**config.mk**
```make
export PLATFORM = sky130hd
export DESIGN_NAME = delta_sample_channel
export DESIGN_NICKNAME = d
export VERILOG_FILES = /design/src/sv/dsc_pkg.sv /design/src/sv/dsc_regs.sv /design/src/sv/dsc_core.sv /design/src/sv/delta_sample_channel.sv
export SDC_FILE = /design/constraint.sdc
export NUM_CORES = 1
export LEC_CHECK = 0
export BUFFER_PORTS_ARGS = -buffer_cell sky130_fd_sc_hd__buf_4
export CELL_PAD_IN_SITES_DETAIL_PLACEMENT = 2
export CELL_PAD_IN_SITES_GLOBAL_PLACEMENT = 2
export CORE_ASPECT_RATIO = 1.4
export CORE_MARGIN = 10
export CORE_UTILIZATION = 42
export CTS_CLUSTER_DIAMETER = 200
export CTS_CLUSTER_SIZE = 20
export DETAILED_ROUTE_END_ITERATION = 6
export PLACE_DENSITY = 0.83
export SLEW_MARGIN = 15
export SYNTH_ARGS = -nofsm -noshare
export SYNTH_HDL_FRONTEND = slang
export SYNTH_HIERARCHICAL = 1
export SYNTH_SLANG_ARGS = --single-unit
```
**constraint.sdc**
```tcl
create_clock -name clk -period 5.3 [get_ports clk]
set_clock_uncertainty 0.1 [all_clocks]
set_input_delay 1.06 -clock clk [delete_from_list [all_inputs] [get_ports clk]]
set_output_delay 1.06 -clock clk [all_outputs]
set_load 0.005 [all_outputs]
```
**src/sv/dsc_pkg.sv**
```systemverilog
// Shared types and constants for the delta-modulation sample channel.
// Used by dsc_regs, dsc_core and delta_sample_channel; depends on nothing.
package dsc_pkg;

	// Request kinds carried in req_type
	localparam logic [1:0] REQ_TICK  = 2'd0;
	localparam logic [1:0] REQ_START = 2'd1;
	localparam logic [1:0] REQ_STOP  = 2'd2;
	localparam logic [1:0] REQ_BYTE  = 2'd3;

	// Configuration register indexes
	localparam int unsigned CFG_IDX_W = 3;
	localparam logic [CFG_IDX_W-1:0] REG_PERIOD   = 3'd0;
	localparam logic [CFG_IDX_W-1:0] REG_START    = 3'd1;
	localparam logic [CFG_IDX_W-1:0] REG_LENGTH   = 3'd2;
	localparam logic [CFG_IDX_W-1:0] REG_LOOP     = 3'd3;
	localparam logic [CFG_IDX_W-1:0] REG_IRQ_EN   = 3'd4;

	localparam int unsigned CFG_DATA_W = 10;

	localparam logic [9:0]  PERIOD_RESET = 10'd428;
	localparam logic [14:0] ADDR_BASE    = 15'h4000;
	localparam logic [11:0] BYTES_MAX    = 12'd4081;

	typedef struct packed {
		logic [1:0] req_type;
		logic [7:0] fetched_byte;
	} in_word_t;

	typedef struct packed {
		logic [6:0]  level_out;
		logic        fetch_request;
		logic [14:0] fetch_address;
		logic        interrupt_flag;
		logic [11:0] bytes_pending;
	} out_word_t;

	typedef struct packed {
		logic [9:0] period_reload;
		logic [7:0] start_offset;
		logic [7:0] length_setting;
		logic       loop_enable;
		logic       interrupt_enable;
	} cfg_t;

endpackage

```
**src/sv/dsc_regs.sv**
```systemverilog
// Configuration register file for the delta-modulation sample channel.
// Depends on dsc_pkg for register indexes and the cfg_t bundle.
module dsc_regs import dsc_pkg::*; (
	input  logic                  clk,
	input  logic                  arst_n,
	input  logic                  wr_en,
	input  logic [CFG_IDX_W-1:0]  wr_index,
	input  logic [CFG_DATA_W-1:0] wr_data,
	output cfg_t                  cfg
);

	cfg_t cfg_q;

	// Write one register per accepted word; unknown indexes drop
	always_ff @(posedge clk or negedge arst_n) begin
		if (!arst_n) begin
			cfg_q.period_reload    <= PERIOD_RESET;
			cfg_q.start_offset     <= '0;
			cfg_q.length_setting   <= '0;
			cfg_q.loop_enable      <= 1'b0;
			cfg_q.interrupt_enable <= 1'b0;
		end else if (wr_en) begin
			case (wr_index)
				REG_PERIOD: cfg_q.period_reload    <= wr_data[9:0];
				REG_START:  cfg_q.start_offset     <= wr_data[7:0];
				REG_LENGTH: cfg_q.length_setting   <= wr_data[7:0];
				REG_LOOP:   cfg_q.loop_enable      <= wr_data[0];
				REG_IRQ_EN: cfg_q.interrupt_enable <= wr_data[0];
				default: ;
			endcase
		end
	end

	assign cfg = cfg_q;

endmodule

```
**src/sv/dsc_core.sv**
```systemverilog
// Channel state and single-pass update logic for one request word.
// Depends on dsc_pkg for request codes, constants and word types.
module dsc_core import dsc_pkg::*; (
	input  logic      clk,
	input  logic      arst_n,
	input  logic      step,
	input  in_word_t  item,
	input  cfg_t      cfg,
	output out_word_t result
);

	logic [6:0]  level_q;
	logic [7:0]  shift_q;
	logic [2:0]  bit_idx_q;
	logic        shift_vld_q;
	logic [9:0]  period_q;
	logic [11:0] bytes_q;
	logic [14:0] addr_q;
	logic [7:0]  buf_q;
	logic        buf_full_q;
	logic        irq_q;

	logic [6:0]  level_n;
	logic [7:0]  shift_n;
	logic [2:0]  bit_idx_n;
	logic        shift_vld_n;
	logic [9:0]  period_n;
	logic [11:0] bytes_n;
	logic [14:0] addr_n;
	logic [7:0]  buf_n;
	logic        buf_full_n;
	logic        irq_n;
	logic        req_n;

	logic [9:0]  period_dec;
	logic [14:0] start_addr;
	logic [11:0] start_len;

	assign period_dec = period_q - 10'd1;
	assign start_addr = ADDR_BASE + {1'b0, cfg.start_offset, 6'b0};
	assign start_len  = {cfg.length_setting, 4'b0} + 12'd1;

	// Compute next state and the fetch request for the current word
	always_comb begin
		level_n     = level_q;
		shift_n     = shift_q;
		bit_idx_n   = bit_idx_q;
		shift_vld_n = shift_vld_q;
		period_n    = period_q;
		bytes_n     = bytes_q;
		addr_n      = addr_q;
		buf_n       = buf_q;
		buf_full_n  = buf_full_q;
		irq_n       = irq_q;
		req_n       = 1'b0;
		case (item.req_type)
			REQ_TICK: begin
				period_n = period_dec;
				if (period_dec == 10'd0) begin
					// Move the level by the current sample bit, clamped to range
					if (shift_vld_q) begin
						if (shift_q[bit_idx_q]) begin
							if (level_q <= 7'd125)
								level_n = level_q + 7'd2;
						end else begin
							if (level_q >= 7'd2)
								level_n = level_q - 7'd2;
						end
					end
					bit_idx_n = bit_idx_q + 3'd1;
					// End of byte: pull the buffered byte into the shifter
					if (bit_idx_q == 3'd7) begin
						if (buf_full_q) begin
							shift_vld_n = 1'b1;
							shift_n     = buf_q;
							buf_full_n  = 1'b0;
							req_n       = (bytes_q != 12'd0);
						end else begin
							shift_vld_n = 1'b0;
						end
					end
					period_n = cfg.period_reload;
				end
			end
			REQ_START: begin
				if (bytes_q == 12'd0) begin
					addr_n  = start_addr;
					bytes_n = start_len;
					req_n   = !buf_full_q;
				end
			end
			REQ_STOP: begin
				bytes_n = 12'd0;
			end
			REQ_BYTE: begin
				if (bytes_q != 12'd0) begin
					buf_n      = item.fetched_byte;
					buf_full_n = 1'b1;
					bytes_n    = bytes_q - 12'd1;
					addr_n     = addr_q + 15'd1;
					// Last byte: restart the sample or flag the end
					if (bytes_q == 12'd1) begin
						if (cfg.loop_enable) begin
							addr_n  = start_addr;
							bytes_n = start_len;
						end else if (cfg.interrupt_enable) begin
							irq_n = 1'b1;
						end
					end
				end
			end
			default: ;
		endcase
	end

	// Advance state when a word is processed
	always_ff @(posedge clk or negedge arst_n) begin
		if (!arst_n) begin
			level_q     <= '0;
			shift_q     <= '0;
			bit_idx_q   <= '0;
			shift_vld_q <= 1'b0;
			period_q    <= PERIOD_RESET;
			bytes_q     <= '0;
			addr_q      <= '0;
			buf_q       <= '0;
			buf_full_q  <= 1'b0;
			irq_q       <= 1'b0;
		end else if (step) begin
			level_q     <= level_n;
			shift_q     <= shift_n;
			bit_idx_q   <= bit_idx_n;
			shift_vld_q <= shift_vld_n;
			period_q    <= period_n;
			bytes_q     <= bytes_n;
			addr_q      <= addr_n;
			buf_q       <= buf_n;
			buf_full_q  <= buf_full_n;
			irq_q       <= irq_n;
		end
	end

	assign result.level_out      = level_q;
	assign result.fetch_request  = req_n;
	assign result.fetch_address  = addr_n;
	assign result.interrupt_flag = irq_n;
	assign result.bytes_pending  = bytes_n;

`ifndef SYNTH
	a_irq_sticky: assert property (@(posedge clk) disable iff (!arst_n)
		irq_q |=> irq_q)
		else $error("interrupt flag cleared");
	a_bytes_range: assert property (@(posedge clk) disable iff (!arst_n)
		bytes_q <= BYTES_MAX)
		else $error("byte count out of range");
	a_level_step: assert property (@(posedge clk) disable iff (!arst_n)
		step |=> (level_q == $past(level_q)) || (level_q == $past(level_q) + 7'd2)
			|| (level_q + 7'd2 == $past(level_q)))
		else $error("level moved by more than one step");
	a_tick_req: assert property (@(posedge clk) disable iff (!arst_n)
		step && (item.req_type == REQ_TICK) && req_n |-> buf_full_q)
		else $error("tick fetch request without buffered byte");
`endif

endmodule

```
**src/sv/delta_sample_channel.sv**
```systemverilog
// Delta-modulation sample channel: one request word in, one result word out.
// Request words pass the input register, the update logic and the result register
// in order. Throughput: one word per cycle while rsp_ready allows, bound by the
// state update in dsc_core; a stalled result holds one word.
// Reset (arst_n, async, active low) clears the valid flags and the channel and
// config state; period count and period_reload return to 428, the rest to zero.
module delta_sample_channel import dsc_pkg::*; (
	input  logic                  clk,
	input  logic                  arst_n,
	input  logic                  req_valid,
	output logic                  req_ready,
	input  in_word_t              req,
	output logic                  rsp_valid,
	input  logic                  rsp_ready,
	output out_word_t             rsp,
	input  logic                  cfg_valid,
	output logic                  cfg_ready,
	input  logic [CFG_IDX_W-1:0]  cfg_index,
	input  logic [CFG_DATA_W-1:0] cfg_data
);

	in_word_t  req_s1;
	logic      vld_s1;
	out_word_t rsp_s2;
	logic      vld_s2;
	out_word_t result;
	cfg_t      cfg;
	logic      advance;
	logic      step;

	assign cfg_ready = 1'b1;
	assign advance   = !vld_s2 || rsp_ready;
	assign req_ready = !vld_s1 || advance;
	assign step      = vld_s1 && advance;

	dsc_regs u_regs (
		.clk      (clk),
		.arst_n   (arst_n),
		.wr_en    (cfg_valid),
		.wr_index (cfg_index),
		.wr_data  (cfg_data),
		.cfg      (cfg)
	);

	dsc_core u_core (
		.clk    (clk),
		.arst_n (arst_n),
		.step   (step),
		.item   (req_s1),
		.cfg    (cfg),
		.result (result)
	);

	// Capture the incoming word
	always_ff @(posedge clk or negedge arst_n) begin
		if (!arst_n) begin
			vld_s1 <= 1'b0;
		end else if (req_ready) begin
			vld_s1 <= req_valid;
		end
	end

	always_ff @(posedge clk) begin
		if (req_ready && req_valid)
			req_s1 <= req;
	end

	// Hold the result until taken
	always_ff @(posedge clk or negedge arst_n) begin
		if (!arst_n) begin
			vld_s2 <= 1'b0;
		end else if (advance) begin
			vld_s2 <= vld_s1;
		end
	end

	always_ff @(posedge clk) begin
		if (step)
			rsp_s2 <= result;
	end

	assign rsp_valid = vld_s2;
	assign rsp       = rsp_s2;

`ifndef SYNTH
	a_s1_hold: assert property (@(posedge clk) disable iff (!arst_n)
		vld_s1 && !advance |=> vld_s1 && $stable(req_s1))
		else $error("input stage lost a word under stall");
	a_s2_hold: assert property (@(posedge clk) disable iff (!arst_n)
		vld_s2 && !rsp_ready |=> vld_s2 && $stable(rsp_s2))
		else $error("result changed under stall");
	a_fill: assert property (@(posedge clk) disable iff (!arst_n)
		step |=> vld_s2)
		else $error("processed word did not reach the result register");
`endif

endmodule

```
# ---- Yosys cells after proc, flatten, opt, wreduce, memory -nomap -nowiden
# Index checks and enable logic that the tools add are counted.
dict set report op_classes {
  n_addsub 8
  magnitude_cmp 3
  eq_ne 13
  n_mux 31
  reduce_logical 26
}
# cell n
set ops {}
lappend ops {{15-bit two-way mux} 4}
lappend ops {{12-bit two-way mux} 4}
lappend ops {{12-bit one-hot mux with 3 select lines} 1}
lappend ops {{15-bit one-hot mux with 2 select lines} 1}
lappend ops {{7-bit two-way mux} 3}
lappend ops {{15-bit by 1-bit adder with 15-bit output, second input constant} 1}
lappend ops {{15-bit by 14-bit adder with 15-bit output, first input constant} 1}
lappend ops {{1-bit two-way mux} 14}
lappend ops {{12-bit by 1-bit adder with 12-bit output, second input constant} 1}
lappend ops {{12-bit by 1-bit equality test with 1-bit output, second input constant} 1}
lappend ops {{12-bit zero test} 1}
lappend ops {{2-bit AND reduction} 6}
lappend ops {{12-bit nonzero test} 1}
lappend ops {{12-bit by 1-bit subtractor with 12-bit output, second input constant} 1}
lappend ops {{10-bit zero test} 1}
lappend ops {{10-bit two-way mux} 1}
lappend ops {{5-bit AND reduction} 2}
lappend ops {{10-bit by 1-bit subtractor with 10-bit output, second input constant} 1}
lappend ops {{7-bit by 2-bit adder with 7-bit output, second input constant} 1}
lappend ops {{7-bit by 2-bit greater-or-equal comparator with 1-bit output, second input constant} 1}
lappend ops {{7-bit <= comparator, second input constant} 1}
lappend ops {{7-bit by 2-bit subtractor with 7-bit output, second input constant} 1}
lappend ops {{3-bit by 2-bit equality test with 1-bit output, second input constant} 2}
lappend ops {{3-bit equality test, second input constant} 2}
lappend ops {{18 further kinds} 28}
dict set report word_totals {
  regBits 142
  input_bits 28
  output_inout_bits 39
  word_cells 105
}

# ---- Logic depth before layout (Yosys ltp)
# Gate-level depths: netlist of the first run.
dict set report depth {
  ltp_word 5
  mapped_depth 11
  depth_no_buf 8
}

# ---- Hierarchy
# Netlist of the first run, hierarchy kept.
# mod n_inst cells_each area_each_um2 seq_area_each_um2
set by_module_without_submodules {}
lappend by_module_without_submodules {dsc_core 1 533 4590.7 1632.8}
lappend by_module_without_submodules {delta_sample_channel 1 56 1496.4 1431.4}
lappend by_module_without_submodules {dsc_regs 1 64 1177.4 706.9}

# ---- Worst setup path before layout of the first run
# Ideal clock, no wire load.
dict set report synth_path {
  kind {input -> register}
  start {in rsp_ready}
  end {reg u_core.period_q[9]}
  setup_time_ns 0.122
  arrival_ns 3.450
  required_time_ns 5.078
  slack_ns 1.628
  path_stages 8
  n_path_buf 0
  path_cell_list {nand2b_1 -> and2_1 -> inv_1 -> nor3_1 -> nand2_1 -> nor4_1 -> xnor2_1 -> nand2_1}
}
dict set report synth_between {
  elab_chain_len 3
}
# element line_no
set synth_rtl {}
lappend synth_rtl {{start: declaration} delta_sample_channel.sv:14} ;# input logic rsp_ready,
lappend synth_rtl {{1-bit logical OR} delta_sample_channel.sv:32} ;# assign advance = !vld_s2 || rsp_ready;
lappend synth_rtl {{1-bit logical AND} delta_sample_channel.sv:34} ;# assign step = vld_s1 && advance;
lappend synth_rtl {{named net step} delta_sample_channel.sv:29} ;# logic step;
lappend synth_rtl {{2-bit AND reduction (no line)} --}
lappend synth_rtl {{end signal: assignment} dsc_core.sv:134} ;# period_q <= period_n;
lappend synth_rtl {{end: declaration} dsc_core.sv:16} ;# logic [9:0] period_q;
# The timed path passes the listed nets, and every way through them passes these cells.
# A chain may end at the register's enable or synchronous reset.

# ---- Worst setup path after layout of the first run
dict set report layout_path {
  start {reg u_core.bytes_q[4]}
  end {reg u_core.buf_q[7]}
}
dict set report layout_between {
  elab_chain_len 2
}
# element line_no
set layout_rtl {}
lappend layout_rtl {{start: declaration} dsc_core.sv:17} ;# logic [11:0] bytes_q;
lappend layout_rtl {{start signal: assignment} dsc_core.sv:135} ;# bytes_q <= bytes_n;
lappend layout_rtl {{12-bit nonzero test} dsc_core.sv:96} ;# if (bytes_q != 12'd0) begin
lappend layout_rtl {{3-bit AND reduction (no line)} --}
lappend layout_rtl {{end signal: assignment} dsc_core.sv:137} ;# buf_q <= buf_n;
lappend layout_rtl {{end: declaration} dsc_core.sv:19} ;# logic [7:0] buf_q;
# Every way passes these cells.

==> impl_metrics.csv, run 1 <==
group,metric,value,unit
synth,async_reset_ff_share,67.38,%
detailed_routing,drt_iter0_markers,311,
detailed_routing,drt-total-wl,24010,um
clocking,post_cts_buffers,0,
synth,synth_area_leader_cell,"dfrtp_1",
detailed_routing,wl_per_cell,25.30,um
placement,dp_slack,1.531,ns
setup_path,worstPathMaxFanout,18,
clocking,cts_tree,"done",
timing,tightestPinTransition,1.159,ns
clocking,cts-hold-fix-buffers,0,
die,io-pin-count,67,
finish,antenna_cells,0,
synth,yosys_warnings,6,
synth,synthesis.area,7264,sq um
setup_path,crit_type,"reg -> reg",
synth,synth_top_area_share,29.28,%
clocking,ctsRootBufferMaster,"clkbuf_16",
setup_path,crit_path_end_kind,"register",
clocking,cts_buffers,17,
placement,placed_cells,917,
placement,hpwl,16940,um
synth,netlist_instances,653,
grt,antenna_found_initial,0,
clocking,cts.sinks,141,
die,die_h,175.6,um
detailed_routing,num_vias,5678,
die,initial_utilization,43.02,%
setup_path,critPathArrivalTime,3.67,ns
placement,gp_congestion,0.8682,
power,cellLeakagePower,3.526,nW
timing,rsz0062_at_grt,"no",
finish,final.fill_count,1683,
grt,gr-total-overflow,0,
synth,synth_area_leaders,"dfrtp_1 (29%), edfxtp_1 (19%), mux2_4 (5.0%)",
grt,grt_pass1_vias,6470,
finish,final_cells,949,
power,peakVddDrop,0.0002971,V
finish,fin_nets,743,
setup_path,cp.required,5.52,ns
finish,syn_to_final_growth,16.69,%
clocking,cts.clk_slew.worst_paths,0.07,ns
timing,drv_slew,0,
status,status,"finished clean",
synth,syn_area_per_cell,11.12,sq um
clocking,insertion_delay,0.44,ns
grt,grt_first_pass_wirelength,38610,um
synth,ys.flop_type,"dfrtp_1",
timing,fin_crit_sh,65.09,%
grt,grt.total_usage,21.13,%
timing,finalHoldViolCount,0,
detailed_routing,firstDrtPassIters,5,
die,die_w,131.2,um
finish,multi_input_area,3256,sq um
detailed_routing,avgViaCountPerCell,5.983,
worst_hold_path,hp-class,"reg -> reg",
flow_run,max_cap_viol_count,0,
power,powerDensity,440.5,nW/um^2
timing,timing.setup.tns,0,ns
synth,synth-edff-count,46,
die,dieArea,23030,sq um
die,row_count,56,
clocking,cts_resized,0,
clocking,h-tree-depth,4,
timing,min_period,3.450,ns
finish,final-seq-area,3771,sq um
setup_path,startpoint_type,"register",
detailed_routing,route.detailed.drc,0,
die,fp.coreArea,16890,sq um
synth,ys_ff_latch,141,
clocking,clk_path_buf_depth,2,
timing,setup_ws,1.850,ns
synth,syn_nets,692,
placement,portBuffers,65,
timing,timing.slew.headroom,22.19,%
timing,finalSetupViolCount,0,
synth,synth_cell_type_count,76,
finish,drive_gt1_share,25.52,%
grt,grt_start_max_net_pins,51,
synth,ys_seq_area_share,51.91,%
detailed_routing,drtAntennaViolNets,0,
timing,max_freq,289.9,MHz
==> placed cells by master (no fill, tap or decap), types with 6 or more instances in the layout <==
| master | netlist | layout |
|---|---|---|
| xnor2_1 | 14 | 14 |
| o21ai_0 | 36 | 35 |
| nand2_1 | 80 | 80 |
| buf_4 | 4 | 71 |
| nor4_1 | 8 | 8 |
| a31oi_1 | 7 | 7 |
| mux2_2 | 25 | 25 |
| ha_1 | 11 | 11 |
| xor2_1 | 6 | 6 |
| nand4_1 | 8 | 8 |
| a21o_1 | 10 | 10 |
| nand3_1 | 20 | 20 |
| nor3_1 | 14 | 14 |
| edfxtp_1 | 46 | 46 |
| dfstp_2 | 10 | 10 |
| clkbuf_16 | 0 | 17 |
| a22o_1 | 16 | 16 |
| nor2_1 | 38 | 38 |
| dfrtp_1 | 85 | 85 |
| inv_1 | 12 | 12 |
| a21oi_1 | 36 | 36 |
| mux2_4 | 24 | 24 |
==> through the flow <==
stage	total power [mW]	cell area, sq um	util, %	hold slack, ns
floorplan	2.172	7264	-	0.3375
global placement	2.449	7899	46.78	0.3534
detailed placement	2.548	7899	46.78	0.3548
CTS	3.753	8477	50.20	0.3679
global route	3.924	8477	50.20	0.3864
finish	3.734	8477	50.20	0.3603
==> routing by layer <==
| layer | vias to the layer above | track usage [%] | wire length (um) |
|---|---|---|---|
| met5 | - | 0 | 0 |
| met2 | 142 | 38.94 | 13300 |
| met3 | 47 | 3.626 | 850 |
| met1 | 2974 | 23.06 | 9148 |
| li1 | 2515 | - | - |
| met4 | 0 | 9.633 | 706 |
==> worst max-delay path, stage by stage (launching register included) <==
cell and delay, ns:
dfrtp_1 0.46, nor4_2 0.67, and4_1 0.85, nor2_1 0.31, nand2_1 0.51, mux2_2 0.41
==> final timing paths <==
path | start | to | slack [ns] | depth (start not counted)
worst max-delay path | u_core/bytes_q[4] | u_core/buf_q[7] | 1.85 | 5
max in group asynchronous | arst_n | u_core/shift_q[4] | 3.43 | 2
worst max register to register | u_core/bytes_q[4] | u_core/buf_q[7] | 1.85 | 5
worst min-delay path | u_regs/cfg[20] | u_core/period_q[2] | 0.36 | 2
worst min register to register | u_regs/cfg[20] | u_core/period_q[2] | 0.36 | 2
min in group asynchronous | arst_n | u_core/addr_q[14] | 0.55 | 1
==> kinds of logic after synthesis <==
group	share of synthesized area, %
simple gates	15.23
fa+ha+maj	1.895
compound gates	15.02
buf+inv	3.290
mux	10.14
other cells	0.1034
xor+xnor	2.411
flops	51.91
==> sequential cells by signal, summed over array words and instances, names as in the netlist <==
register            flops
req_s1                 10
rsp                    36
rsp_valid               1
u_core/addr_q          15
u_core/bit_idx_q        3
u_core/buf_full_q       1
u_core/buf_q            8
u_core/bytes_q         12
u_core/irq_q            1
u_core/level_q          6
u_core/period_q        10
u_core/shift_q          8
u_core/shift_vld_q      1
u_regs/cfg             28
vld_s1                  1
==> cell usage after synthesis (all sizes together), types with 6 or more instances <==
| master | n |
|---|---|
| buf | 12 |
| nand4 | 8 |
| a21oi | 36 |
| edfxtp | 46 |
| ha | 11 |
| a31oi | 7 |
| nand3 | 21 |
| nor2 | 38 |
| dfstp | 10 |
| nand2 | 80 |
| xor2 | 6 |
| o21ai | 40 |
| inv | 12 |
| nor3 | 14 |
| mux2 | 49 |
| xnor2 | 14 |
| a22o | 16 |
| clkbuf | 27 |
| nor4 | 12 |
| a21o | 10 |
| dfrtp | 85 |
==> layout make-up <==
cell class	count	share of cell area, %
sequential	141	44.49
clock inverter	15	1.801
timing repair buffer	71	6.288
multi-input combinational	460	38.41
clock buffer	17	5.018
inverter	13	0.5756
tap	232	3.424
==> where the power goes <==
| group | total (mW) | leakage, nW | internal (mW) | switching [mW] |
|---|---|---|---|---|
| sequential | 1.64 | 1.60 | 1.38 | 0.264 |
| combinational | 0.911 | 1.64 | 0.383 | 0.528 |
| clock | 1.18 | 0.280 | 0.626 | 0.553 |
Power figures use the tool's default switching activity.
==> run 2, diff against run 1 <==
--- a/config.mk
+++ b/config.mk
@@ -10,11 +10,11 @@
 export CELL_PAD_IN_SITES_GLOBAL_PLACEMENT = 2
 export CORE_ASPECT_RATIO = 1.4
 export CORE_MARGIN = 10
-export CORE_UTILIZATION = 42
+export CORE_UTILIZATION = 40
 export CTS_CLUSTER_DIAMETER = 200
 export CTS_CLUSTER_SIZE = 20
 export DETAILED_ROUTE_END_ITERATION = 6
-export PLACE_DENSITY = 0.83
+export PLACE_DENSITY = 0.79
 export SLEW_MARGIN = 15
 export SYNTH_ARGS = -nofsm -noshare
 export SYNTH_HDL_FRONTEND = slang
==> constraint.sdc (replaced) <==
create_clock -name clk -period 3.28 [get_ports clk]
set_clock_uncertainty 0.1 [all_clocks]
set_input_delay 0.656 -clock clk [delete_from_list [all_inputs] [get_ports clk]]
set_output_delay 0.656 -clock clk [all_outputs]
set_load 0.005 [all_outputs]
==> run 2 against run 1 <==
Clock power is 61% higher. Sequential power is 62% higher. Count of clock-buffer cells in the layout is 2 higher. Combinational power is 66% higher. Final area is 1.9% higher. Critical path type unchanged. Largest cell class unchanged. Highest routed layer unchanged.
==> impl_metrics.csv, run 2 (synthesized netlist as in run 1, its figures left out) <==
group,metric,value,unit
timing,drv_slew,0,
die,die_h,179.5,um
clocking,h-tree-depth,4,
status,status,"finished clean",
setup_path,crit_end,"u_core/shift_q[0]",
setup_path,worstPathMaxFanout,8,
timing,tightestPinTransition,0.9854,ns
setup_path,crit_path_end_kind,"register",
finish,layout_commonest_cell,"buf_4",
detailed_routing,wl_met3,907,um
detailed_routing,wl_per_cell,24.99,um
power,peakVddDrop,0.0002853,V
clocking,cts_buffers,17,
flow_run,max_cap_viol_count,0,
power,cellLeakagePower,3.615,nW
placement,dpl_cell_area,8071,sq um
die,dieArea,24030,sq um
die,fp.coreArea,17920,sq um
grt,grt.total_usage,20.68,%
clocking,clk_path_buf_depth,2,
detailed_routing,top_layer,"met4",
worst_hold_path,hp-class,"in -> async",
finish,fin_area,8635,sq um
setup_path,crit_start,"u_core/period_q[0]",
die,row_count,58,
clocking,post_cts_buffers,0,
detailed_routing,avgViaCountPerCell,5.945,
detailed_routing,drtAntennaViolNets,0,
power,p_sw,2.123,mW
clocking,cts-hold-fix-buffers,0,
clocking,cts.clk_slew.worst_paths,0.07,ns
grt,grt_first_pass_wirelength,38980,um
timing,min_period,3.130,ns
grt,gr-total-overflow,0,
setup_path,startpoint_type,"register",
clocking,cts_resized,0,
finish,fin_nets,763,
detailed_routing,drt-total-wl,24420,um
setup_path,r2r_start,"u_core/period_q[0]",
timing,finalSetupViolCount,0,
clocking,ctsRootBufferMaster,"clkbuf_16",
timing,rsz0062_at_grt,"no",
detailed_routing,wl_met1,9258,um
power,switching_share,34.98,%
finish,syn_to_final_growth,18.86,%
setup_path,reg2reg_depth,8,
detailed_routing,wl_met2,13240,um
finish,final_util,48.17,%
power,clkPwrFrac,31.2,%
placement,gp_congestion,0.8640,
detailed_routing,drt_iter0_markers,341,
power,powerDensity,702.9,nW/um^2
clocking,cts_tree,"done",
finish,final.fill_count,1807,
placement,hpwl,16680,um
die,io-pin-count,67,
setup_path,rrSetupSlack,0.15,ns
die,initial_utilization,40.53,%
timing,max_freq,319.5,MHz
finish,mostFrequentLayoutCells,"buf_4 (90), dfrtp_1 (85), nand2_1 (80)",
setup_path,r2r-end,"u_core/shift_q[0]",
clocking,cts.sinks,141,
die,die_w,133.9,um
grt,antenna_found_initial,0,
power,sequentialPowerShare,43.9,%
detailed_routing,route.detailed.drc,0,
grt,grt_start_max_net_pins,53,
grt,grt_pass1_vias,6657,
timing,fin_crit_sh,95.42,%
timing,timing.setup.tns,0,ns
timing,finalHoldViolCount,0,
power,pwr-share-comb,24.9,%
detailed_routing,firstDrtPassIters,4,
finish,antenna_cells,0,
detailed_routing,num_vias,5808,
setup_path,cp.required,3.49,ns
power,p_int,3.946,mW
timing,timing.slew.headroom,33.87,%
finish,drive_gt1_share,27.27,%
finish,largest_reg_flops,36,
placement,portBuffers,65,
setup_path,critPathArrivalTime,3.34,ns
setup_path,crit_type,"reg -> reg",
clocking,insertion_delay,0.44,ns
-- run 2: layout make-up --
| type | count | area [sq um] | share of cell area [%] |
|---|---|---|---|
| clock inverters | 13 | 130.1 | 1.507 |
| repair buffers | 91 | 695.7 | 8.057 |
| multi-input cells | 460 | 3256 | 37.70 |
| well taps | 240 | 300.3 | 3.478 |
| inverters | 13 | 48.80 | 0.5651 |
| flip-flops and latches | 141 | 3771 | 43.67 |
| clock buffers | 19 | 432.9 | 5.014 |
-- run 2: how the worst min path moves through the flow --
stage | to | slack (ns)
floorplan | rsp_valid | 0.26
global placement | u_core/period_q[2] | 0.35
detailed placement | u_core/period_q[2] | 0.36
CTS | u_core/bytes_q[8] | 0.15
global route | u_core/bytes_q[8] | 0.17
finish | u_core/bytes_q[8] | 0.13
-- run 2: through the flow --
step           instances  hold WS, ns  worst slack, ns  total power [mW]
5_1_grt              977       0.1673          0.03284             6.387
6_report             977       0.1297           0.1501             6.069
3_5_place_dp         945       0.3580           0.2737             4.120
4_1_cts              977       0.1493           0.1555             6.097
3_3_place_gp         945       0.3472           0.4667             3.999
2_1_floorplan        653       0.2604          0.01186             3.509
-- run 2: critical path, stage by stage (launching register included) --
cell and delay, ns:
dfrtp_1 0.46, inv_1 0.12, ha_1 0.24, or3b_1 0.43, o31ai_1 0.32, o211ai_2 0.23
a211oi_4 0.49, nand3_4 0.25, mux2_4 0.35
-- run 2: layer usage --
metal  vias to the layer above  GRT usage, %
li1                       2563             -
met1                      3018         21.91
met2                       164         36.98
met3                        63         4.688
met4                         0         11.04
met5                         -             0
-- run 2: power groups by stage --
stage | Clock, mW | Sequential (mW) | Combinational, mW
after floorplan | 0 | 2.48 | 1.03
after global routing | 2.01 | 2.72 | 1.66
after global placement | 0 | 2.63 | 1.37
after detailed placement | 0 | 2.67 | 1.45
after CTS | 1.93 | 2.66 | 1.51
final | 1.90 | 2.66 | 1.51
